**src/rtl/core/rtcc_pkg.sv**
```systemverilog
// Shared types and codes for the RGB threshold color classifier.
// No dependencies; every other file in rtl/core imports this package.
package rtcc_pkg;

  // Operating modes held in the mode register.
  localparam logic [2:0] MODE_RED    = 3'd0;
  localparam logic [2:0] MODE_GREEN  = 3'd1;
  localparam logic [2:0] MODE_BLUE   = 3'd2;
  localparam logic [2:0] MODE_YELLOW = 3'd3;
  localparam logic [2:0] MODE_BLACK  = 3'd4;
  localparam logic [2:0] MODE_ALL    = 3'd5;

  // Pixel class codes; the verdict uses the same codes for the four colors.
  localparam logic [2:0] CLS_NONE   = 3'd0;
  localparam logic [2:0] CLS_RED    = 3'd1;
  localparam logic [2:0] CLS_GREEN  = 3'd2;
  localparam logic [2:0] CLS_BLUE   = 3'd3;
  localparam logic [2:0] CLS_YELLOW = 3'd4;
  localparam logic [2:0] CLS_BLACK  = 3'd5;

  // Configuration register indexes.
  localparam logic [2:0] REG_MODE       = 3'd0;
  localparam logic [2:0] REG_RED_LIM    = 3'd1;
  localparam logic [2:0] REG_GREEN_LIM  = 3'd2;
  localparam logic [2:0] REG_BLUE_LIM   = 3'd3;
  localparam logic [2:0] REG_YELLOW_LIM = 3'd4;
  localparam logic [2:0] REG_BLACK_LIM  = 3'd5;
  localparam logic [2:0] REG_YELLOW_TOL = 3'd6;

  localparam int unsigned CFG_DATA_W = 16;
  localparam int unsigned NUM_COLORS = 4;

  // Limit registers: minimum of the primary channel(s) in the high byte,
  // maximum of the secondary channel(s) in the low byte.
  typedef struct packed {
    logic [2:0]  mode;
    logic [15:0] red_lim;
    logic [15:0] green_lim;
    logic [15:0] blue_lim;
    logic [15:0] yellow_lim;
    logic [7:0]  black_lim;
    logic [7:0]  yellow_tol;
  } rtcc_cfg_t;

  // Classification of one pixel and whether it takes part in the tally.
  typedef struct packed {
    logic [2:0] cls;
    logic       tally;
  } rtcc_hit_t;

endpackage

```
**src/rtl/core/rtcc_regs.sv**
```systemverilog
// Configuration register file of the color classifier.
// Depends on rtcc_pkg for the register indexes and the configuration struct.
module rtcc_regs
  import rtcc_pkg::*;
(
  input  logic                  clk,
  input  logic                  rst_n,
  input  logic                  cfg_we,
  input  logic [2:0]            cfg_addr,
  input  logic [CFG_DATA_W-1:0] cfg_wdata,
  output rtcc_cfg_t             cfg
);

  rtcc_cfg_t cfg_r;
  rtcc_cfg_t cfg_nxt;

  always_comb begin
    cfg_nxt = cfg_r;
    if (cfg_we) begin
      case (cfg_addr)
        REG_MODE:       cfg_nxt.mode       = cfg_wdata[2:0];
        REG_RED_LIM:    cfg_nxt.red_lim    = cfg_wdata;
        REG_GREEN_LIM:  cfg_nxt.green_lim  = cfg_wdata;
        REG_BLUE_LIM:   cfg_nxt.blue_lim   = cfg_wdata;
        REG_YELLOW_LIM: cfg_nxt.yellow_lim = cfg_wdata;
        REG_BLACK_LIM:  cfg_nxt.black_lim  = cfg_wdata[7:0];
        REG_YELLOW_TOL: cfg_nxt.yellow_tol = cfg_wdata[7:0];
        default:        cfg_nxt = cfg_r;
      endcase
    end
  end

  always_ff @(posedge clk) begin
    if (!rst_n) begin
      cfg_r.mode       <= MODE_ALL;
      cfg_r.red_lim    <= 16'h8040;
      cfg_r.green_lim  <= 16'h409B;
      cfg_r.blue_lim   <= 16'h4081;
      cfg_r.yellow_lim <= 16'h9681;
      cfg_r.black_lim  <= 8'd64;
      cfg_r.yellow_tol <= 8'd50;
    end else begin
      cfg_r <= cfg_nxt;
    end
  end

  assign cfg = cfg_r;

endmodule

```
**src/rtl/core/rtcc_match.sv**
```systemverilog
// Threshold tests of one pixel against the class limits, and the mode select.
// Depends on rtcc_pkg for the configuration struct and the class codes.
module rtcc_match
  import rtcc_pkg::*;
(
  input  rtcc_cfg_t  cfg,
  input  logic [7:0] red,
  input  logic [7:0] green,
  input  logic [7:0] blue,
  output rtcc_hit_t  hit
);

  logic       is_red, is_green, is_blue, is_yellow, is_black;
  logic [7:0] rg_diff;

  assign rg_diff = (red >= green) ? (red - green) : (green - red);

  assign is_red = (red >= cfg.red_lim[15:8]) && (green <= cfg.red_lim[7:0]) &&
                  (blue <= cfg.red_lim[7:0]);

  assign is_green = (green >= cfg.green_lim[15:8]) && (green > red) && (green > blue) &&
                    (red <= cfg.green_lim[7:0]) && (blue <= cfg.green_lim[7:0]);

  assign is_blue = (blue >= cfg.blue_lim[15:8]) && (red <= cfg.blue_lim[7:0]) &&
                   (blue > red) && (blue >= green);

  assign is_yellow = (red >= cfg.yellow_lim[15:8]) && (green >= cfg.yellow_lim[15:8]) &&
                     (blue <= cfg.yellow_lim[7:0]) && (rg_diff <= cfg.yellow_tol);

  assign is_black = (red <= cfg.black_lim) && (green <= cfg.black_lim) &&
                    (blue <= cfg.black_lim);

  always_comb begin
    hit.cls   = CLS_NONE;
    hit.tally = 1'b0;
    case (cfg.mode)
      MODE_RED:    if (is_red)    hit.cls = CLS_RED;
      MODE_GREEN:  if (is_green)  hit.cls = CLS_GREEN;
      MODE_BLUE:   if (is_blue)   hit.cls = CLS_BLUE;
      MODE_YELLOW: if (is_yellow) hit.cls = CLS_YELLOW;
      MODE_BLACK:  if (is_black)  hit.cls = CLS_BLACK;
      MODE_ALL: begin
        hit.tally = 1'b1;
        if (is_red)         hit.cls = CLS_RED;
        else if (is_green)  hit.cls = CLS_GREEN;
        else if (is_blue)   hit.cls = CLS_BLUE;
        else if (is_yellow) hit.cls = CLS_YELLOW;
      end
      default: hit.cls = CLS_NONE;
    endcase
  end

endmodule

```
**src/rtl/core/rtcc_tally.sv**
```systemverilog
// Saturating hit counters of the four colors and the majority verdict.
// Depends on rtcc_pkg for the class codes and the hit struct.
module rtcc_tally
  import rtcc_pkg::*;
#(
  parameter int unsigned COUNT_WIDTH = 24
) (
  input  logic       clk,
  input  logic       rst_n,
  input  logic       step,
  input  rtcc_hit_t  hit,
  input  logic       last,
  output logic       verdict_valid,
  output logic [2:0] verdict
);

  logic [COUNT_WIDTH-1:0] cnt_r   [NUM_COLORS];
  logic [COUNT_WIDTH-1:0] cnt_nxt [NUM_COLORS];
  logic [COUNT_WIDTH-1:0] cnt_inc [NUM_COLORS];
  logic [NUM_COLORS-1:0]  win;

  // Counts including the current pixel; a full counter stays full.
  always_comb begin
    for (int i = 0; i < NUM_COLORS; i++) begin
      if ((hit.cls == 3'(i + 1)) && (cnt_r[i] != '1)) begin
        cnt_inc[i] = cnt_r[i] + 1'b1;
      end else begin
        cnt_inc[i] = cnt_r[i];
      end
    end
  end

  // A color wins only when its count is strictly above all three others.
  always_comb begin
    for (int i = 0; i < NUM_COLORS; i++) begin
      win[i] = 1'b1;
      for (int j = 0; j < NUM_COLORS; j++) begin
        if ((i != j) && !(cnt_inc[i] > cnt_inc[j])) begin
          win[i] = 1'b0;
        end
      end
    end
  end

  assign verdict_valid = hit.tally && last;

  always_comb begin
    verdict = CLS_NONE;
    if (verdict_valid) begin
      if (win[0])      verdict = CLS_RED;
      else if (win[1]) verdict = CLS_GREEN;
      else if (win[2]) verdict = CLS_BLUE;
      else if (win[3]) verdict = CLS_YELLOW;
    end
  end

  always_comb begin
    for (int i = 0; i < NUM_COLORS; i++) begin
      cnt_nxt[i] = cnt_r[i];
      if (step && hit.tally) begin
        cnt_nxt[i] = last ? '0 : cnt_inc[i];
      end
    end
  end

  always_ff @(posedge clk) begin
    if (!rst_n) begin
      for (int i = 0; i < NUM_COLORS; i++) begin
        cnt_r[i] <= '0;
      end
    end else begin
      for (int i = 0; i < NUM_COLORS; i++) begin
        cnt_r[i] <= cnt_nxt[i];
      end
    end
  end

endmodule

```
**src/rtl/core/rgb_threshold_color_classifier.sv**
```systemverilog
// RGB threshold color classifier, top level.
// A pixel accepted sits in the input register; its result moves into the result register,
// with out_tvalid high, when that register is free.
// Throughput: one pixel per cycle; the input stalls only while a held result blocks both.
// Reset (rst_n low, synchronous): both registers empty, hit counters zero, registers at
// defaults.
module rgb_threshold_color_classifier
  import rtcc_pkg::*;
#(
  parameter int unsigned COUNT_WIDTH = 24
) (
  input  logic                  clk,
  input  logic                  rst_n,
  // red_in [7:0], green_in [15:8], blue_in [23:16]
  input  logic [23:0]           in_tdata,
  input  logic                  in_tlast,
  input  logic                  in_tvalid,
  output logic                  in_tready,
  // red_out [7:0], green_out [15:8], blue_out [23:16], pixel_class [26:24],
  // verdict_valid [27], verdict [30:28], zero [31]
  output logic [31:0]           out_tdata,
  output logic                  out_tvalid,
  input  logic                  out_tready,
  input  logic                  cfg_we,
  input  logic [2:0]            cfg_addr,
  input  logic [CFG_DATA_W-1:0] cfg_wdata
);

  rtcc_cfg_t  cfg;

  logic        s1_valid_r;
  logic [23:0] s1_pix_r;
  logic        s1_last_r;

  rtcc_hit_t   s1_hit;

  logic        out_valid_r;
  logic [31:0] out_data_r;
  logic [31:0] out_data_nxt;

  logic        out_free, s1_free, step;
  logic        verdict_valid;
  logic [2:0]  verdict;
  logic [23:0] color;

  assign out_free  = !out_valid_r || out_tready;
  assign s1_free   = !s1_valid_r || out_free;
  assign step      = s1_valid_r && out_free;
  assign in_tready = s1_free;

  rtcc_regs u_regs (
    .clk       (clk),
    .rst_n     (rst_n),
    .cfg_we    (cfg_we),
    .cfg_addr  (cfg_addr),
    .cfg_wdata (cfg_wdata),
    .cfg       (cfg)
  );

  rtcc_match u_match (
    .cfg   (cfg),
    .red   (s1_pix_r[7:0]),
    .green (s1_pix_r[15:8]),
    .blue  (s1_pix_r[23:16]),
    .hit   (s1_hit)
  );

  rtcc_tally #(
    .COUNT_WIDTH (COUNT_WIDTH)
  ) u_tally (
    .clk           (clk),
    .rst_n         (rst_n),
    .step          (step),
    .hit           (s1_hit),
    .last          (s1_last_r),
    .verdict_valid (verdict_valid),
    .verdict       (verdict)
  );

  // Pure color of the class, packed blue, green, red from the top.
  always_comb begin
    case (s1_hit.cls)
      CLS_RED:    color = 24'h0000FF;
      CLS_GREEN:  color = 24'h00FF00;
      CLS_BLUE:   color = 24'hFF0000;
      CLS_YELLOW: color = 24'h00FFFF;
      CLS_BLACK:  color = 24'h000000;
      default:    color = 24'hFFFFFF;
    endcase
  end

  assign out_data_nxt = {1'b0, verdict, verdict_valid, s1_hit.cls, color};

  always_ff @(posedge clk) begin
    if (!rst_n) begin
      s1_valid_r  <= 1'b0;
      out_valid_r <= 1'b0;
    end else begin
      if (s1_free) s1_valid_r <= in_tvalid;
      if (out_free) out_valid_r <= s1_valid_r;
    end
  end

  always_ff @(posedge clk) begin
    if (s1_free && in_tvalid) begin
      s1_pix_r  <= in_tdata;
      s1_last_r <= in_tlast;
    end
    if (step) begin
      out_data_r <= out_data_nxt;
    end
  end

  assign out_tvalid = out_valid_r;
  assign out_tdata  = out_data_r;

endmodule
```
**config.mk**
```make
export PLATFORM = sky130hd
export DESIGN_NAME = rgb_threshold_color_classifier
export DESIGN_NICKNAME = d
export VERILOG_FILES = /design/src/rtl/core/rtcc_pkg.sv /design/src/rtl/core/rtcc_regs.sv /design/src/rtl/core/rtcc_match.sv /design/src/rtl/core/rtcc_tally.sv /design/src/rtl/core/rgb_threshold_color_classifier.sv
export SDC_FILE = /design/constraint.sdc
export NUM_CORES = 1
export LEC_CHECK = 0
export BUFFER_PORTS_ARGS = -buffer_cell sky130_fd_sc_hd__buf_2
export CORE_ASPECT_RATIO = 1.25
export CORE_MARGIN = 3
export CORE_UTILIZATION = 57
export CTS_CLUSTER_SIZE = 24
export DETAILED_ROUTE_END_ITERATION = 12
export HOLD_SLACK_MARGIN = 0.1
export PLACE_DENSITY = 0.89
export SYNTH_ARGS = -nofsm -noshare
export SYNTH_HDL_FRONTEND = slang
export SYNTH_SLANG_ARGS = --single-unit
```
**constraint.sdc**
```tcl
create_clock -name clk -period 6.9 [get_ports clk]
set_input_delay 0.69 -clock clk [delete_from_list [all_inputs] [get_ports clk]]
set_output_delay 0.69 -clock clk [all_outputs]
set_load 0.02 [all_outputs]
```
# Word-level counts from Yosys, hierarchy flattened
# Memories as Yosys holds them, arrays and structs flattened.
# Index checks and enable logic that the tools add are counted.
[word_totals]
n_memories = 1
elab_cells = 162
ram_bits = 96
in_bits = 49
ff_bits = 141
out_inout_bits = 34
[op_classes]
magnitude_cmp = 32
reduce_logical = 37
bitwise = 5
n_mux = 46
n_eq_ne = 20
add_sub_neg = 6
[memory_table]
columns = ["name", "words", "word_bits", "rd", "rd_clocked_by_memory_dff", "wr", "line", "source"]
rows = [
  ["u_tally.cnt_r", 4, 24, 4, 0, 4, "rtcc_tally.sv:17", "logic [COUNT_WIDTH-1:0] cnt_r [NUM_COLORS];"],
]
[ops]
columns = ["op", "n"]
rows = [
  ["24-bit two-way mux", 16],
  ["24-bit greater-than comparator", 12],
  ["24-bit one-hot mux with 5 select lines", 1],
  ["24-bit by 1-bit adder with 24-bit output, second input constant", 4],
  ["24-bit inequality test, second input constant", 4],
  ["8-bit <= comparator", 10],
  ["8-bit greater-or-equal comparator", 7],
  ["8-bit greater-than comparator", 3],
  ["1-bit logical AND", 22],
  ["3-bit equality test, second input constant", 7],
  ["3-bit by 2-bit equality test with 1-bit output, second input constant", 6],
  ["3-bit two-way mux", 6],
  ["3-bit one-hot mux with 6 select lines", 1],
  ["1-bit two-way mux", 17],
  ["8-bit subtractor", 2],
  ["2-bit AND reduction", 7],
  ["3-bit by 1-bit equality test with 1-bit output, second input constant", 3],
  ["2-bit two-way mux", 4],
  ["8-bit two-way mux", 1],
  ["3-bit logical NOT", 2],
  ["1-bit OR", 4],
  ["4-bit OR reduction", 1],
  ["1-bit logical NOT", 2],
  ["1-bit logical OR", 2],
  ["other kinds (2)", 2],
]

# Longest topological paths before layout
[logic_depth]
ltp_word = 20
mapped_depth = 42
mapped_depth_nobuf = 42

# Hierarchy
# Synthesis repeated with hierarchy kept, for this count alone.
[hier_totals]
cells_unflattened = 2114
hier_area_um2 = 18202.5
[modules_own_cells]
columns = ["mod", "area_each_um2", "seq_area_each_um2", "instances", "cells_each"]
rows = [
  ["rtcc_tally", 9596.7, 1921.8, 1, 1214],
  ["rtcc_match", 3970.1, 0.0, 1, 516],
  ["rtcc_regs", 3276.9, 1661.6, 1, 311],
  ["rgb_threshold_color_classifier", 1358.8, 1091.0, 1, 73],
]

# Least setup slack after synthesis
# Ideal clock, no wire load.
[synth_timing]
path_kind = "register -> register"
startpoint = "reg s1_pix_r[0]"
endpoint = "reg out_data_r[30], in the netlist out_tdata[30] (data pin)"
period_less_slack_ns = 7.605
arrival_time_ns = 7.349
path_buffers = 1
path_stages_with_launch = 38
setup_ns = 0.256
setup_slack_ns = -0.705
t_required_ns = 6.644
path_cell_list = "edfxtp_1 -> inv_1 -> ha_1 -> inv_1 -> fa_1 -> a21o_1 -> a21oi_1 -> o221ai_1 -> clkbuf_1 -> o21ai_0 -> a21oi_1 -> o21ai_0 -> a21oi_1 -> o21ai_0 -> a221o_1 -> a21oi_1 -> xnor2_1 -> ha_1 -> (+2 left out) -> mux2i_1 -> a21o_1 -> nand4_1 -> nor3_1 -> nand3b_1 -> or3_1 -> nor3_1 -> nand3_1 -> xnor2_1 -> ha_1 -> nand4_1 -> nor4_1 -> nand2_1 -> or4_1 -> o22a_1 -> a21oi_1 -> nor2_1 -> and4_1"
[synth_via]
elab_chain_len = 17
elab_cells_between_ends = 73
cone_classes = "add/sub (2); order compare (21); eq/ne (4); mux (27); reduce/logical (19)"
[synth_lines]
columns = ["element", "line", "source"]
rows = [
  ["from (decl)", "rgb_threshold_color_classifier.sv:32", "logic [23:0] s1_pix_r;"],
  ["from (signal assigned)", "rgb_threshold_color_classifier.sv:106", "s1_pix_r <= in_tdata;"],
  ["8-bit subtractor (tied with other cells)", "rtcc_match.sv:16", "assign rg_diff = (red >= green) ? (red - green) : (green - red);"],
  ["8-bit two-way mux / 1-bit logical AND (equally long branches)", "rtcc_match.sv:16, rtcc_match.sv:27", ""],
  ["8-bit <= comparator / 1-bit logical AND (equally long branches)", "rtcc_match.sv:28, rtcc_match.sv:27", ""],
  ["1-bit logical AND", "rtcc_match.sv:28", "(blue <= cfg.yellow_lim[7:0]) && (rg_diff <= cfg.yellow_tol);"],
  ["3-bit two-way mux", "rtcc_match.sv:40, rtcc_match.sv:47", ""],
  ["3-bit two-way mux", "rtcc_match.sv:46", "else if (is_blue) hit.cls = CLS_BLUE;"],
  ["3-bit two-way mux", "rtcc_match.sv:45", "else if (is_green) hit.cls = CLS_GREEN;"],
  ["3-bit two-way mux", "rtcc_match.sv:44", "if (is_red) hit.cls = CLS_RED;"],
  ["3-bit one-hot mux with 6 select lines *", "rtcc_match.sv:36", "case (cfg.mode)"],
  ["3-bit by 1-bit equality test with 1-bit output (tied with other cells)", "rtcc_tally.sv:25", "if ((hit.cls == 3'(i + 1)) && (cnt_r[i] != '1)) begin"],
  ["1-bit logical AND", "rtcc_tally.sv:25", ""],
  ["24-bit two-way mux", "rtcc_tally.sv:25", ""],
  ["24-bit greater-than comparator", "rtcc_tally.sv:38", "if ((i != j) && !(cnt_inc[i] > cnt_inc[j])) begin"],
  ["1-bit two-way mux (3 in a row)", "rtcc_tally.sv:38", ""],
  ["4-bit OR reduction (no source line) / 3-bit two-way mux (equally long branches)", "--", ""],
  ["to (signal assigned)", "rgb_threshold_color_classifier.sv:110", "out_data_r <= out_data_nxt;"],
  ["to (decl)", "rgb_threshold_color_classifier.sv:38", "logic [31:0] out_data_r;"],
]
# Every way passes the cells marked *; elsewhere a longest branch is shown, timed or not.
# A chain may end at the register's enable or synchronous reset.

# Worst setup path after layout
# Same ends and word-level chain as after synthesis.

==> impl_metrics.tcl <==
set metrics [dict create \
    status "complete, but fails checks" \
    violations "setup timing" \
    netlist_instances 2093 \
    p_per_area_nw_per_um2 157 \
    min_period_ns 7.55 \
    rsz0062_at_grt "true" \
    ys_seq_elements 216 \
    cts_hold_buf 0 \
    grt_first_pass_wirelength_um 84500 \
    pre_cts_slack_ns -0.596 \
    nets 2635 \
    ios 83 \
    die_h_um 201 \
    grtUsageMet1 0.344 \
    gp_congestion 0.957 \
    io_buffer_count 81 \
    whs_path_depth 1 \
    holdWs_ns 0.317 \
    clockRootBuffer "clkbuf_16" \
    crit_arrival_ns 7.86 \
    tightest_slew_ns 1.24 \
    start_kind "register" \
    met3_usage 0.0593 \
    clock_sinks 216 \
    rows 70 \
    critPathKind "reg2reg" \
    seq_area_frac_synth 0.268 \
    drc 0 \
    initial_core_util 0.587 \
    clk_pin_slew_ns 0.07 \
    hold_viol_final 0 \
    utilization 0.690 \
    finalClockSkew_ns 0.0216 \
    power_mw 3.22 \
    p_leak_nw 8.93 \
    grt-ovfl-total 0 \
    synth_enable_flop_cells 35 \
    placed_cell_area_um2 19200 \
    timing.final.crit_share 1.09 \
    routed_wl_um 54100 \
    worst-r2r-cell-count 37 \
    first_iter_violations 1322 \
    drt-wirelength-per-cell_um 20.0 \
    hold_start "in_tdata[23]" \
    crit_required_ns 7.21 \
    relSlewSlack 0.169 \
    cts_tree "built" \
    htreeDepth 1 \
    grt_max_degree 132 \
    slowest_stage "or4_4" \
    ys_async_sr_fraction 0 \
    area_delta_synth_final_pct 17.6 \
    clk_latency_ns 0.55 \
    final_area_um2 20500 \
    syn_area_um2 17400 \
    syn_avg_cell_area_um2 8.32 \
    holdPathEnd "s1_pix_r[23]" \
    coreArea_um2 29700 \
    vdd_drop_max_uv 201 \
    diodes 0 \
    r2r_end "out_tdata[30]" \
    max_freq_mhz 132 \
    ant_nets 0 \
    synth_top_cells_by_area "ha_1, dfxtp_1, edfxtp_1, nand2_1, inv_1" \
    yosysWarnings 0 \
    worst_path_most_repeated_cell "a21oi_2" \
    final_max_slew_viol_count 0 \
    setup_viol 3 \
    crit_path_end_kind "register" \
    maxCapViolCount 0 \
    fp.dieW_um 162 \
    hold_class "in2reg" \
    cpPeakStageDelay_ns 0.50 \
    grt.busiest_layer "met2" \
    vias 16600 \
    antenna_found_initial 0 \
    routed_via_density 6.12 \
    synth_cell_types 83 \
    yosys.area.top_type_share 0.210 \
    synth_largest_area_cell "ha_1" \
    synthesis.nets 2436 \
    met2_usage 0.551 \
    reg2reg_slack_ns -0.65 \
    cts_made_buffers 25 \
    track_usage 0.322 \
    fin_ws_ns -0.648 \
    synthFlopType "dfxtp_1" \
    die-area_um2 32700 \
    drive_above_1_share 0.167 \
    first_pass_iters 6 \
    first_global_vias 16600 \
    dpl.hpwl_um 40700 \
    cts_buffer_depth 3 \
    critPathMaxFanout 4 \
    r2r-start "s1_pix_r[0]" \
]
-- what timing repair did --
item	CTS	global route
endpoints found under the setup margin	3	3
pin swaps	14	42
hold endpoints to repair	0	0
setup buffers	7	7
resized for setup	31	32
-- where the power goes --
part / leakage (nW) / internal, mW / switching, mW
Clock: 0.393 / 0.815 / 0.553
Combinational: 6.74 / 0.208 / 0.317
Sequential: 1.80 / 1.31 / 0.0204
-- how the worst max path moves through the flow --
stage | start | to | slack, ns | depth (start not counted)
after floorplan | s1_pix_r[0] | out_tdata[30] | 0.0006 | 36
after global placement | s1_pix_r[0] | out_tdata[30] | -0.33 | 38
after detailed placement | s1_pix_r[0] | out_tdata[29] | -0.60 | 41
after CTS | s1_pix_r[0] | out_tdata[29] | -0.37 | 41
after global routing | s1_pix_r[0] | out_tdata[30] | -0.94 | 37
final | s1_pix_r[0] | out_tdata[30] | -0.65 | 37
-- metal layers --
metal	share of wire	vias to the layer above	routed length, um
met3	0.067	283	3630
met2	0.48	730	25800
met4	0.093	0	5020
met1	0.36	7723	19600
li1	-	7826	-
met5	0	-	0
-- worst max-delay path, delay by kind of cell (launching register included) --
kind | cells | cell delay (ns)
fa+ha+maj | 4 | 1.10
mux | 2 | 0.55
compound gates | 14 | 2.16
flops | 1 | 0.39
buf+inv | 3 | 0.27
simple gates | 12 | 2.58
xor+xnor | 2 | 0.28
-- sequential cells by signal, indices dropped and copies added (netlist names) --
signal	count
out_tdata	10
out_tvalid	1
s1_last_r	1
s1_pix_r	24
s1_valid_r	1
u_regs.cfg	83
u_tally.cnt_r	96
-- through the flow --
| step | std cells | setup TNS [ns] |
|---|---|---|
| after floorplan | 2093 | 0 |
| after global placement | 2647 | -0.866 |
| after detailed placement | 2647 | -1.56 |
| after CTS | 2699 | -0.988 |
| after global routing | 2706 | -2.57 |
| final | 2706 | -1.70 |
-- placed cells by master, fill, tap and decap left out, types with 75 or more instances in the layout --
cell,count
buf_2,80
a21boi_0,75
ha_1,288
o21ai_0,98
nand2_1,249
a21oi_1,97
nor2b_1,96
dfxtp_1,181
inv_1,163
buf_4,180
-- cells by family after synthesis --
| group | share of synthesized area |
|---|---|
| other | 0.000215 |
| buffers and inverters | 0.0611 |
| flip-flops | 0.268 |
| AND/OR/NAND/NOR | 0.209 |
| XOR/XNOR | 0.0508 |
| adder cells (fa/ha/maj) | 0.215 |
| AO/OA/AOI/OAI | 0.184 |
| multiplexers | 0.0114 |
-- cells in the mapped netlist (29+ instances only) --
master / number
a22oi_1: 50
xnor2_1: 56
and3_1: 29
edfxtp_1: 35
nand4_1: 68
nor2b_1: 96
a21o_1: 45
a21boi_0: 75
clkbuf_1: 61
nor2_1: 78
a21oi_1: 107
inv_1: 165
xor2_1: 45
nand3_1: 58
o21ai_0: 109
dfxtp_1: 181
ha_1: 292
nand2_1: 255
-- cell type report --
| type | count | area (um^2) |
|---|---|---|
| clock buffer | 31 | 648 |
| clock inverter | 14 | 179 |
| fill | 2301 | 9200 |
| inverter | 168 | 636 |
| multi-input combinational | 1620 | 12100 |
| sequential | 216 | 4670 |
| tap | 396 | 495 |
| timing repair buffer | 261 | 1760 |
Note: power is estimated with default switching activity, not from simulation.
